<file path="config.mk">
export PLATFORM = sky130hd
export DESIGN_NAME = two_encoder_uart_poll_sequencer
export DESIGN_NICKNAME = d
export VERILOG_FILES = /design/src/rtl/core/teups_pkg.sv /design/src/rtl/core/teups_cfg_regs.sv /design/src/rtl/core/teups_step.sv /design/src/rtl/core/two_encoder_uart_poll_sequencer.sv
export SDC_FILE = /design/constraint.sdc
export NUM_CORES = 1
export LEC_CHECK = 0
export BUFFER_PORTS_ARGS = -buffer_cell sky130_fd_sc_hd__buf_2
export CELL_PAD_IN_SITES_DETAIL_PLACEMENT = 1
export CELL_PAD_IN_SITES_GLOBAL_PLACEMENT = 1
export CORE_ASPECT_RATIO = 1.1
export CORE_MARGIN = 4
export CORE_UTILIZATION = 40
export CTS_BUF_LIST = sky130_fd_sc_hd__clkbuf_2 sky130_fd_sc_hd__clkbuf_4 sky130_fd_sc_hd__clkbuf_8
export DETAILED_ROUTE_END_ITERATION = 7
export PLACE_DENSITY = 0.73
export SLEW_MARGIN = 20
export SYNTH_ARGS = -nofsm -noshare
export SYNTH_HDL_FRONTEND = slang
export SYNTH_SLANG_ARGS = --single-unit
</file>
<file path="constraint.sdc">
create_clock -name clk -period 9.3 [get_ports clk]
set_input_delay 1.86 -clock clk [delete_from_list [all_inputs] [get_ports clk]]
set_output_delay 1.86 -clock clk [all_outputs]
set_load 0.005 [all_outputs]
</file>
<file path="src/rtl/core/teups_pkg.sv">
// ============================================================================
// teups_pkg
// Shared types and codes for the two-encoder serial poll sequencer.
// ============================================================================
package teups_pkg;

  // Configuration register indexes
  localparam int unsigned CFG_IDX_W = 3;
  localparam logic [CFG_IDX_W-1:0] CFG_QUERY_COMMAND  = 3'd0;
  localparam logic [CFG_IDX_W-1:0] CFG_FIRST_ADDRESS  = 3'd1;
  localparam logic [CFG_IDX_W-1:0] CFG_SECOND_ADDRESS = 3'd2;
  localparam logic [CFG_IDX_W-1:0] CFG_INVERT_MASK    = 3'd3;
  localparam logic [CFG_IDX_W-1:0] CFG_SEND_TIMEOUT   = 3'd4;
  localparam logic [CFG_IDX_W-1:0] CFG_REPLY_TIMEOUT  = 3'd5;

  localparam int unsigned CFG_DATA_W = 17;
  localparam int unsigned TIMEOUT_W  = 17;

  // Reset values of the configuration registers
  localparam logic [7:0]           RST_QUERY_COMMAND  = 8'd8;
  localparam logic [7:0]           RST_FIRST_ADDRESS  = 8'd1;
  localparam logic [7:0]           RST_SECOND_ADDRESS = 8'd2;
  localparam logic [1:0]           RST_INVERT_MASK    = 2'd2;
  localparam logic [TIMEOUT_W-1:0] RST_SEND_TIMEOUT   = 17'd20000;
  localparam logic [TIMEOUT_W-1:0] RST_REPLY_TIMEOUT  = 17'd120000;

  // Event codes
  localparam logic [1:0] EV_NONE    = 2'd0;
  localparam logic [1:0] EV_OK      = 2'd1;
  localparam logic [1:0] EV_TIMEOUT = 2'd2;

  // Phase codes as shown on the result
  localparam logic [1:0] PHASE_IDLE  = 2'd0;
  localparam logic [1:0] PHASE_SEND  = 2'd1;
  localparam logic [1:0] PHASE_REPLY = 2'd2;

  // Internal transaction state
  typedef enum logic [2:0] {
    PH_IDLE  = 3'b001,
    PH_SEND  = 3'b010,
    PH_REPLY = 3'b100
  } phase_t;

  typedef struct packed {
    logic [7:0]           query_command;
    logic [7:0]           first_address;
    logic [7:0]           second_address;
    logic [1:0]           invert_mask;
    logic [TIMEOUT_W-1:0] send_timeout;
    logic [TIMEOUT_W-1:0] reply_timeout;
  } cfg_t;

  typedef struct packed {
    logic       action;
    logic       tx_idle;
    logic       reply_done;
    logic [7:0] reply_high;
    logic [7:0] reply_low;
  } item_t;

  typedef struct packed {
    logic               send_valid;
    logic [7:0]         send_byte;
    logic               tx_drive;
    logic               rx_drive;
    logic               arm_receive;
    logic [1:0]         event_res;
    logic               event_encoder;
    logic signed [15:0] position;
    logic [31:0]        success_total;
    logic [31:0]        error_total;
    logic [1:0]         valid_flags;
    logic [1:0]         phase;
  } res_t;

endpackage

</file>
<file path="src/rtl/core/teups_cfg_regs.sv">
// ============================================================================
// teups_cfg_regs
// Configuration register file; writes to unknown indexes are dropped.
// ============================================================================
module teups_cfg_regs (
  input  logic                                clk,
  input  logic                                rst,
  input  logic                                cfg_we,
  input  logic [teups_pkg::CFG_IDX_W-1:0]     cfg_index,
  input  logic [teups_pkg::CFG_DATA_W-1:0]    cfg_data,
  output teups_pkg::cfg_t                     cfg
);

  // Load reset values, then take writes by index
  always_ff @(posedge clk) begin
    if (rst) begin
      cfg.query_command  <= teups_pkg::RST_QUERY_COMMAND;
      cfg.first_address  <= teups_pkg::RST_FIRST_ADDRESS;
      cfg.second_address <= teups_pkg::RST_SECOND_ADDRESS;
      cfg.invert_mask    <= teups_pkg::RST_INVERT_MASK;
      cfg.send_timeout   <= teups_pkg::RST_SEND_TIMEOUT;
      cfg.reply_timeout  <= teups_pkg::RST_REPLY_TIMEOUT;
    end else if (cfg_we) begin
      case (cfg_index)
        teups_pkg::CFG_QUERY_COMMAND:  cfg.query_command  <= cfg_data[7:0];
        teups_pkg::CFG_FIRST_ADDRESS:  cfg.first_address  <= cfg_data[7:0];
        teups_pkg::CFG_SECOND_ADDRESS: cfg.second_address <= cfg_data[7:0];
        teups_pkg::CFG_INVERT_MASK:    cfg.invert_mask    <= cfg_data[1:0];
        teups_pkg::CFG_SEND_TIMEOUT:   cfg.send_timeout   <= cfg_data;
        teups_pkg::CFG_REPLY_TIMEOUT:  cfg.reply_timeout  <= cfg_data;
        default: ;
      endcase
    end
  end

endmodule

</file>
<file path="src/rtl/core/teups_step.sv">
// ============================================================================
// teups_step
// Transaction state and the single-pass update for one item.
// ============================================================================
module teups_step (
  input  logic              clk,
  input  logic              rst,
  input  logic              fire,
  input  teups_pkg::item_t  item,
  input  teups_pkg::cfg_t   cfg,
  output teups_pkg::res_t   res
);

  teups_pkg::phase_t              phase_reg, phase_next;
  logic                           next_encoder, next_encoder_next;
  logic                           active_encoder, active_encoder_next;
  logic                           poll_pending, poll_pending_next;
  logic [teups_pkg::TIMEOUT_W-1:0] wait_count, wait_count_next;
  logic [teups_pkg::TIMEOUT_W-1:0] wait_dec;
  logic [15:0]                    counts [2];
  logic [15:0]                    counts_next [2];
  logic [31:0]                    successes [2];
  logic [31:0]                    successes_next [2];
  logic [31:0]                    failures [2];
  logic [31:0]                    failures_next [2];
  logic [1:0]                     valid_bits, valid_bits_next;
  logic [15:0]                    raw;
  logic                           a;
  logic                           send_valid;
  logic [7:0]                     send_byte;
  logic                           arm;
  logic [1:0]                     ev;
  logic                           timed_out;

  assign a        = active_encoder;
  assign wait_dec = (wait_count != '0) ? wait_count - teups_pkg::TIMEOUT_W'(1) : wait_count;
  assign timed_out = (wait_dec == '0);
  assign raw = cfg.invert_mask[a] ? 16'(16'd0 - {item.reply_high, item.reply_low})
                                  : {item.reply_high, item.reply_low};

  // Work out the next state and the event for this item
  always_comb begin
    phase_next          = phase_reg;
    next_encoder_next   = next_encoder;
    active_encoder_next = active_encoder;
    poll_pending_next   = poll_pending;
    wait_count_next     = wait_count;
    counts_next         = counts;
    successes_next      = successes;
    failures_next       = failures;
    valid_bits_next     = valid_bits;
    send_valid          = 1'b0;
    send_byte           = 8'd0;
    arm                 = 1'b0;
    ev                  = teups_pkg::EV_NONE;

    if (!item.action) begin
      poll_pending_next = 1'b1;
    end else begin
      case (phase_reg)
        teups_pkg::PH_IDLE: begin
          if (poll_pending) begin
            poll_pending_next   = 1'b0;
            active_encoder_next = next_encoder;
            next_encoder_next   = ~next_encoder;
            phase_next          = teups_pkg::PH_SEND;
            wait_count_next     = cfg.send_timeout;
            send_valid          = 1'b1;
            send_byte           = cfg.query_command |
                                  (next_encoder ? cfg.second_address : cfg.first_address);
          end
        end
        teups_pkg::PH_SEND: begin
          if (item.tx_idle) begin
            phase_next      = teups_pkg::PH_REPLY;
            wait_count_next = cfg.reply_timeout;
            arm             = 1'b1;
          end else begin
            wait_count_next = wait_dec;
            if (timed_out) begin
              failures_next[a] = failures[a] + 32'd1;
              valid_bits_next[a] = 1'b0;
              phase_next       = teups_pkg::PH_IDLE;
              ev               = teups_pkg::EV_TIMEOUT;
            end
          end
        end
        teups_pkg::PH_REPLY: begin
          if (item.reply_done) begin
            counts_next[a]     = raw;
            successes_next[a]  = successes[a] + 32'd1;
            valid_bits_next[a] = 1'b1;
            phase_next         = teups_pkg::PH_IDLE;
            wait_count_next    = '0;
            ev                 = teups_pkg::EV_OK;
          end else begin
            wait_count_next = wait_dec;
            if (timed_out) begin
              failures_next[a] = failures[a] + 32'd1;
              valid_bits_next[a] = 1'b0;
              phase_next       = teups_pkg::PH_IDLE;
              ev               = teups_pkg::EV_TIMEOUT;
            end
          end
        end
        default: begin
          phase_next      = teups_pkg::PH_IDLE;
          wait_count_next = '0;
        end
      endcase
    end
  end

  // Build the result from the updated state
  always_comb begin
    res.send_valid    = send_valid;
    res.send_byte     = send_byte;
    res.tx_drive      = (phase_next == teups_pkg::PH_SEND);
    res.rx_drive      = (phase_next == teups_pkg::PH_REPLY);
    res.arm_receive   = arm;
    res.event_res     = ev;
    res.event_encoder = active_encoder_next;
    res.position      = counts_next[active_encoder_next];
    res.success_total = successes_next[active_encoder_next];
    res.error_total   = failures_next[active_encoder_next];
    res.valid_flags   = valid_bits_next;
    case (phase_next)
      teups_pkg::PH_SEND:  res.phase = teups_pkg::PHASE_SEND;
      teups_pkg::PH_REPLY: res.phase = teups_pkg::PHASE_REPLY;
      default:             res.phase = teups_pkg::PHASE_IDLE;
    endcase
  end

  // Advance the state on each processed item
  always_ff @(posedge clk) begin
    if (rst) begin
      phase_reg      <= teups_pkg::PH_IDLE;
      next_encoder   <= 1'b0;
      active_encoder <= 1'b0;
      poll_pending   <= 1'b1;
      wait_count     <= '0;
      counts[0]      <= '0;
      counts[1]      <= '0;
      successes[0]   <= '0;
      successes[1]   <= '0;
      failures[0]    <= '0;
      failures[1]    <= '0;
      valid_bits     <= '0;
    end else if (fire) begin
      phase_reg      <= phase_next;
      next_encoder   <= next_encoder_next;
      active_encoder <= active_encoder_next;
      poll_pending   <= poll_pending_next;
      wait_count     <= wait_count_next;
      counts         <= counts_next;
      successes      <= successes_next;
      failures       <= failures_next;
      valid_bits     <= valid_bits_next;
    end
  end

endmodule

</file>
<file path="src/rtl/core/two_encoder_uart_poll_sequencer.sv">
// ============================================================================
// two_encoder_uart_poll_sequencer
// Half-duplex poller for two position encoders on one serial line.
// ============================================================================
// Usage:
//   Input channel (in_valid / in_stall) carries one item per transaction:
//   action 0 marks a poll as due, action 1 advances the bus transaction one
//   phase using tx_idle, reply_done and the two reply bytes.
//   Output channel (out_valid / out_stall) returns exactly one result per
//   item: query byte to send, bus buffer enables, receiver arm, event code
//   with the encoder's count and wrapping success/timeout totals.
//   The config port (cfg_we, cfg_index, cfg_data) writes one register per
//   cycle; write it only while no item is in flight.
// Throughput:
//   An item is registered at acceptance and processed in the next cycle unless
//   a stalled result still holds the output register; its result is registered
//   as it is processed. One item per cycle is sustained while out_stall is low;
//   the state update is a single pass through the step logic.
// Reset:
//   rst clears both stages, loads the register defaults, puts the sequencer
//   in idle with a poll due and clears all counts, totals and valid flags.
// Stall:
//   While out_stall holds a result, the next processed item waits in the
//   input register; in_stall rises only when that register is also full.
// ============================================================================
module two_encoder_uart_poll_sequencer (
  input  logic                             clk,
  input  logic                             rst,
  // configuration
  input  logic                             cfg_we,
  input  logic [teups_pkg::CFG_IDX_W-1:0]  cfg_index,
  input  logic [teups_pkg::CFG_DATA_W-1:0] cfg_data,
  // input channel
  input  logic                             in_valid,
  output logic                             in_stall,
  input  logic                             action,
  input  logic                             tx_idle,
  input  logic                             reply_done,
  input  logic [7:0]                       reply_high,
  input  logic [7:0]                       reply_low,
  // output channel
  output logic                             out_valid,
  input  logic                             out_stall,
  output logic                             send_valid,
  output logic [7:0]                       send_byte,
  output logic                             tx_drive,
  output logic                             rx_drive,
  output logic                             arm_receive,
  output logic [1:0]                       event_res,
  output logic                             event_encoder,
  output logic signed [15:0]               position,
  output logic [31:0]                      success_total,
  output logic [31:0]                      error_total,
  output logic [1:0]                       valid_flags,
  output logic [1:0]                       phase
);

  teups_pkg::cfg_t  cfg;
  teups_pkg::item_t item_q;
  teups_pkg::res_t  res_d;
  teups_pkg::res_t  res_q;
  logic             in_full;
  logic             in_take;
  logic             fire;

  assign fire     = in_full && !(out_valid && out_stall);
  assign in_stall = in_full && out_valid && out_stall;
  assign in_take  = in_valid && !in_stall;

  teups_cfg_regs u_cfg (
    .clk       (clk),
    .rst       (rst),
    .cfg_we    (cfg_we),
    .cfg_index (cfg_index),
    .cfg_data  (cfg_data),
    .cfg       (cfg)
  );

  teups_step u_step (
    .clk  (clk),
    .rst  (rst),
    .fire (fire),
    .item (item_q),
    .cfg  (cfg),
    .res  (res_d)
  );

  // Input register: hold the item until the step logic takes it
  always_ff @(posedge clk) begin
    if (rst) begin
      in_full <= 1'b0;
    end else begin
      in_full <= in_take || (in_full && !fire);
    end
  end

  always_ff @(posedge clk) begin
    if (in_take) begin
      item_q.action     <= action;
      item_q.tx_idle    <= tx_idle;
      item_q.reply_done <= reply_done;
      item_q.reply_high <= reply_high;
      item_q.reply_low  <= reply_low;
    end
  end

  // Result register: hold while the receiver stalls
  always_ff @(posedge clk) begin
    if (rst) begin
      out_valid <= 1'b0;
    end else begin
      out_valid <= fire || (out_valid && out_stall);
    end
  end

  always_ff @(posedge clk) begin
    if (fire) begin
      res_q <= res_d;
    end
  end

  // Drive the result fields
  assign send_valid    = res_q.send_valid;
  assign send_byte     = res_q.send_byte;
  assign tx_drive      = res_q.tx_drive;
  assign rx_drive      = res_q.rx_drive;
  assign arm_receive   = res_q.arm_receive;
  assign event_res     = res_q.event_res;
  assign event_encoder = res_q.event_encoder;
  assign position      = res_q.position;
  assign success_total = res_q.success_total;
  assign error_total   = res_q.error_total;
  assign valid_flags   = res_q.valid_flags;
  assign phase         = res_q.phase;

endmodule

</file>
==> results of run 1 <==
-- cell usage after synthesis, drive strengths merged (6+ instances only) --
cell    number  area [µm²]
nor3b        9       67.56
nor2b       21       131.4
o21ai       94       470.5
a222oi       8       80.08
nand2      326        1224
a21oi      231        1156
clkbuf     111       416.7
and2        11       68.82
or4         10       82.58
dfxtp      247        4945
nand3b      37       277.8
nor3        46       245.2
and3        10       62.56
a22oi       21       157.7
inv         20       75.07
o31ai        6       45.04
buf         24       118.9
a31oi       12       75.07
nand3       67       365.4
xnor2       48       420.4
a211oi      48       360.4
o22ai       32       200.2
nand4       14       87.58
a211o        9       78.83
mux2        11       123.9
nor2       241       912.1
nand2b       8       50.05
nor4        10       83.83
or3         50       312.8
or2          8       50.05
edfxtp     117        3513
xor2        44       385.4
a221oi       9       85.08
mux2i      103        1031
-- area by class of cell --
class,count,share of cell area
clock inverter,26,0.007419
timing repair buffer,169,0.04434
clock buffer,90,0.05505
sequential,364,0.4047
tap,588,0.03518
multi-input combinational,1614,0.4495
inverter,21,0.003889
-- metal layers --
| metal | track usage | vias to the layer above | routed length [µm] |
|---|---|---|---|
| met5 | 0 | - | 0 |
| met4 | 0.08858 | 0 | 1837 |
| met3 | 0.03559 | 111 | 2561 |
| met2 | 0.3662 | 350 | 26430 |
| met1 | 0.2979 | 8252 | 25650 |
| li1 | - | 7853 | - |
-- worst max-delay path by stage --
stage / cells past startpoint / endpoint / slack, ns / start
floorplan: 17 / success_total[22] / 4.34 / u_step.a
global placement: 8 / u_step.successes[17] / 4.58 / out_stall
detailed placement: 8 / u_step.successes[23] / 4.41 / out_stall
CTS: 11 / success_total[29] / 4.79 / u_step.phase_reg[0]
global route: 11 / error_total[28] / 4.60 / u_step.a
finish: 11 / error_total[28] / 4.86 / u_step.a
-- stage by stage --
step / power, W / utilization / worst slack [ns]
6_report: 0.003461 / 0.4590 / 4.859
5_1_grt: 0.003607 / 0.4590 / 4.604
4_1_cts: 0.003505 / 0.4589 / 4.793
3_5_place_dp: 0.001988 / 0.4302 / 4.412
3_3_place_gp: 0.001980 / 0.4302 / 4.580
2_1_floorplan: 0.001888 / - / 4.335
-- critical path, delay by kind of cell, from the launching register on --
kind	cells	cell delay, ns
AO/OA/AOI/OAI	2	0.77
XOR/XNOR	1	0.35
adder cells (fa/ha/maj)	1	0.14
buffers and inverters	2	0.68
flip-flops	1	0.41
multiplexers	1	0.29
AND/OR/NAND/NOR	4	1.52
-- cells in the final DEF, fill, tap and decap left out, types with 11 or more instances in the layout --
| cell | count |
|---|---|
| a211oi_1 | 48 |
| a21oi_1 | 231 |
| a22oi_1 | 21 |
| a31oi_1 | 12 |
| and2_1 | 11 |
| buf_2 | 143 |
| buf_4 | 24 |
| clkbuf_4 | 14 |
| clkbuf_8 | 76 |
| clkinv_2 | 18 |
| dfxtp_1 | 246 |
| edfxtp_1 | 117 |
| inv_1 | 18 |
| mux2_2 | 11 |
| mux2i_1 | 102 |
| nand2_1 | 325 |
| nand3_1 | 64 |
| nand3b_1 | 37 |
| nand4_1 | 14 |
| nor2_1 | 237 |
| nor2b_1 | 20 |
| nor3_1 | 41 |
| o21ai_0 | 84 |
| o22ai_1 | 32 |
| or3_1 | 50 |
| xnor2_1 | 48 |
| xor2_1 | 44 |
-- cells by family (layout without fill, tap and decap cells) --
family                   count (synthesis)  after routing  share of synthesized area
AO/OA/AOI/OAI                          524            524                     0.1731
flip-flops                             364            364                     0.4592
XOR/XNOR                                92             92                    0.04374
AND/OR/NAND/NOR                        879            879                     0.2246
adder cells (fa/ha/maj)                  5              5                   0.003396
multiplexers                           114            114                    0.06270
buffers and inverters                  156            306                    0.03335
-- report_power, final --
part	switching, W	internal (W)	leakage [nW]
clock	0.000684	0.000823	0.708
combinational	0.000172	0.0000823	3.41
sequential	0.0000230	0.00168	3.11
total	0.000880	0.00258	7.23
==> summary.md, run 1 <==
| Metric | Value |
|---|---|
| Clock Sinks | 364 |
| Post-route DRC | 0 |
| Storage cell area | ~8500 µm² |
| First-pass GRT wire length | just over 90000 µm |
| Pwr Density | roughly 170 nW/µm² |
| Cells along the critical path | buf_12 -> mux2_2 -> ha_1 -> inv_1 -> a221oi_1 -> nand3_1 -> or3_1 -> nor4_1 -> xor2_1 -> nand2_1 -> a22oi_1 |
| Seq/Total Area, Yosys | 0.4592 |
| Final Slew Violations | 0 |
| Worst vdd ir | 0.1043 mV |
| RSZ-0062 raised after global routing | false |
| Static Leak | between 7 and 8 nW |
| EDFF count, synth | about 120 |
| Final Hold Vio Count | 0 |
| Total CTS buffers | 61 |
| Overflow after GRT | 0 |
| DRT Wirelength | roughly 56000 µm |
| Multi-input gate area | 9399 µm² |
| DRT iter0 DRCs | a little over 900 |
| NumNets Final | between 2000 and 2500 |
| Status | finished clean |
| Max Cap Viol | 0 |
| Maximum clock frequency | approximately 230 MHz |
| Worst min-delay path category | register to register |
| Port bufs | about 140 |
| Core region area | approximately 46000 µm² |
| Least-Margin Pin Slew | about 1.0 ns |
| Worst-path maximum fanout | between 150 and 200 |
| Critical path's slowest cell | or3_1 |
| Synth Cell Area | 18420 µm² |
| H-Tree Depth | 2 |
| Routability cong. | approximately 0.87 |
| Post-CTS Resized | 0 |
| Relative slew margins | 0.2981 |
| Hold Path Sink | u_cfg.cfg[32] |
| Cts hold-fix bufs | 0 |
| Placed insts | roughly 2800 |
| Largest net degree at the start of global routing | ~170 |
| Avg WL per Cell | just under 20 µm |
| Final setup viols | 0 |
| Fin area | ~21000 µm² |
| Critical Path AT | just under 5 ns |
| CTS Buffer Depth | 3 |
| Internal reg-to-reg setup slack | roughly 4.9 ns |
| Asr flop ratio synth | 0 |
| Required time at the worst-slack endpoint | 9.76 ns |
| Fillers | 5443 |
| Unique cell type count in the Yosys netlist | 79 |
| Crit path capture type | register |
| Fin Setup TNS | 0 ns |
| Fin crit period | approximately 4.4 ns |
| Starting Density | 0.4044 |
| Largest regs | u_step.failures x64, u_step.successes x64, u_cfg.cfg x60 |
| #FFs+latches synth | ~360 |
| Startpoint types | register |
| Clock transition at the registers of the reported paths | approximately 0.070 ns |
| I/O pin count | 145 |
| Via count of the first global-routing pass | approximately 17000 |
| Layout area overhead | 13.52% |
| Warnings from Yosys | 0 |
| Avg Cell Area, Syn | 8.632 µm² |
| Placement Rows | between 80 and 90 |
| Initial antenna violation count | 0 |
| Hold Slack | about 0.45 ns |
| Via density | 5.768 |
| Reg2Reg Capture Point | error_total[28] |
| Hold depth | 2 |
| Crit-path max cell delay | 0.66 ns |
| Router iterations before antenna repair | 6 |
| Die Ht | roughly 230 µm |
| Syn nets | 2183 |
| Final ANT Viol Nets | 0 |
| Ys flop type | dfxtp_1 |
| Root Driver | clkbuf_8 |
| CTS tree | yes |
| Final period util | 0.4775 |
| Placed cell areas | approximately 20000 µm² |
| Crit Path Class | register to register |
| R2R cell count | 11 |
| HPWL after DPL | around 36000 µm |
| Total GRT Usage | 0.2239 |
| Post-CTS setup buffer count | 0 |
| Horiz. Die Dim | 212.6 µm |
| Clock latency on the worst-skew pair | 0.68 ns |
| Mapped Cells | roughly 2100 |
| Post-Layout Cell Count | ~2900 |
| Number of antenna cells inserted | 0 |
| R2r startpoint | u_step.a |
| DR vias | between 15000 and 20000 |
| Share of layout cells above drive strength 1 | 0.1489 |
| Die area | 49550 µm² |
| Hold wc startpoint | u_cfg.cfg[32] |
| Clock Skew | roughly 0.033 ns |
Power figures use the tool's default switching activity.
==> inputs of run 2 (changes only) <==
==> constraint.sdc (replaced) <==
create_clock -name clk -period 4.2 [get_ports clk]
set_input_delay 0.84 -clock clk [delete_from_list [all_inputs] [get_ports clk]]
set_output_delay 0.84 -clock clk [all_outputs]
set_load 0.005 [all_outputs]
==> summary.md, run 2 (same netlist as run 1, synthesis figures left out) <==
| Metric | Value |
|---|---|
| Final ANT Viol Nets | 0 |
| Avg WL per Cell | ~19 µm |
| NumNets Final | 2315 |
| Startpoint types | register |
| Final Slew Violations | 0 |
| Max Cap Viol | 0 |
| Crit-path max cell delay | a little under 0.6 ns |
| Via count of the first global-routing pass | between 15000 and 20000 |
| Total GRT Usage | 0.2259 |
| I/O pin count | roughly 150 |
| Largest delay share family, worst path | simple AND/OR/NAND/NOR gates |
| Total power | roughly 0.0079 W |
| Crit Path Class | register to register |
| Die area | ~50000 µm² |
| Wire length on met3 | about 2800 µm |
| Post-route DRC | 0 |
| Die Ht | roughly 230 µm |
| Share of layout cells above drive strength 1 | 0.1642 |
| Post-CTS setup buffer count | 0 |
| Relative slew margins | 0.2553 |
| Clock Skew | between 0.03 and 0.04 ns |
| H-Tree Depth | 3 |
| First-pass GRT wire length | 91680 µm |
| Pre-CTS setup slack | about 0.42 ns |
| Number of antenna cells inserted | 0 |
| RSZ-0062 raised after global routing | false |
| Placed insts | ~2800 |
| Clock transition at the registers of the reported paths | roughly 0.070 ns |
| Setup ws final | 0.3665 ns |
| Port bufs | 144 |
| Largest regs | u_step.failures x64, u_step.successes x64, u_cfg.cfg x60 |
| Post-Layout Cell Count | approximately 2900 |
| Fin Setup TNS | 0 ns |
| Worst min-delay path category | input pin to register |
| Final Hold Vio Count | 0 |
| Top Layer Used | met4 |
| Clock latency on the worst-skew pair | about 0.64 ns |
| DRT Wirelength | roughly 57000 µm |
| Total CTS buffers | 67 |
| Least-Margin Pin Slew | roughly 1.1 ns |
| Crit path capture type | register |
| Fin crit period | roughly 3.8 ns |
| Cells along the critical path | inv_1 -> ha_1 -> or4b_4 -> or4_4 -> a221oi_2 -> o21ai_0 -> nor2_2 -> nand3_1 -> a2bb2oi_1 -> a211oi_1 |
| Routability cong. | 0.8622 |
| Static Leak | 7.453 nW |
| Worst-path maximum fanout | 8 |
| Core Util, Final | 0.4678 |
| Horiz. Die Dim | 212.6 µm |
| Clock Sinks | 364 |
| Core region area | 45550 µm² |
| Router iterations before antenna repair | 5 |
| Maximum clock frequency | ~260 MHz |
| Layout area overhead | 15.68% |
| Placement Rows | a little over 80 |
| Buffers & Inverters on Critical Path | 1 |
| Required time at the worst-slack endpoint | roughly 4.6 ns |
| Overflow after GRT | 0 |
| Via density | about 5.7 |
| Starting Density | 0.4044 |
| Root Driver | clkbuf_8 |
| CTS tree | yes |
| Post-CTS Resized | 0 |
| Status | finished clean |
| Pwr Density | about 370 nW/µm² |
| Initial antenna violation count | 0 |
| Largest net degree at the start of global routing | 90 |
| Critical path's slowest cell | or4_4 |
| Most common cell after layout, fill and taps aside | nand2_1 |
| Worst vdd ir | around 0.25 mV |
| Final period util | 0.9127 |
| Cts hold-fix bufs | 0 |
| DRT met1 WL | 24940 µm |
| Routed wl met2 | between 20000 and 30000 µm |
| Most frequent cells in the layout | nand2_1, dfxtp_1, nor2_1 |
| DR vias | approximately 17000 |
| Final setup viols | 0 |
| DRT iter0 DRCs | a little over 800 |
| Critical Path AT | between 4 and 5 ns |
| HPWL after DPL | roughly 37000 µm |
| CTS Buffer Depth | 3 |
==> run 2: path summary, 6_finish.rpt <==
check                                           from              end  slack (ns)  cells past startpoint
worst max register to register  u_step.wait_count[0]  error_total[29]        0.37                     10
worst min register to register         u_cfg.cfg[25]    u_cfg.cfg[25]        0.45                      2
worst max-delay path            u_step.wait_count[0]  error_total[29]        0.37                     10
worst min-delay path                   reply_high[3]       item_q[11]        0.39                      1
==> run 2: area by class of cell <==
cell class	instances	area (µm²)
multi-input combinational	1614	9434
sequential	364	8462
clock inverter	14	106.4
inverter	21	81.33
fill	5358	24250
timing repair buffer	198	1195
tap	588	735.7
clock buffer	109	1294
==> run 2: worst reg2reg max path: stages, from the launching register on <==
cell	delay [ns]
dfxtp_1	0.37
inv_1	0.12
ha_1	0.16
or4b_4	0.51
or4_4	0.59
a221oi_2	0.34
o21ai_0	0.18
nor2_2	0.33
nand3_1	0.47
a2bb2oi_1	0.37
a211oi_1	0.11
==> run 2: report_power, final <==
part	internal, W	leakage, nW	switching [W]
clock network	0.00202	0.746	0.00154
registers	0.00371	3.11	0.0000461
logic	0.000203	3.60	0.000382
total	0.00593	7.45	0.00197
==> run 2: per-layer routing <==
layer,track usage,vias to the layer above
met5,0,-
met4,0.08476,0
met2,0.3834,371
met1,0.2879,8165
li1,-,7936
met3,0.04003,101
==> run 2: metrics by stage <==
stage | hold WS [ns] | area (µm²)
floorplan | 0.4357 | 18470
global placement | 0.4412 | 19900
detailed placement | 0.4491 | 19900
CTS | 0.3339 | 21300
global route | 0.3551 | 21310
finish | 0.3927 | 21310
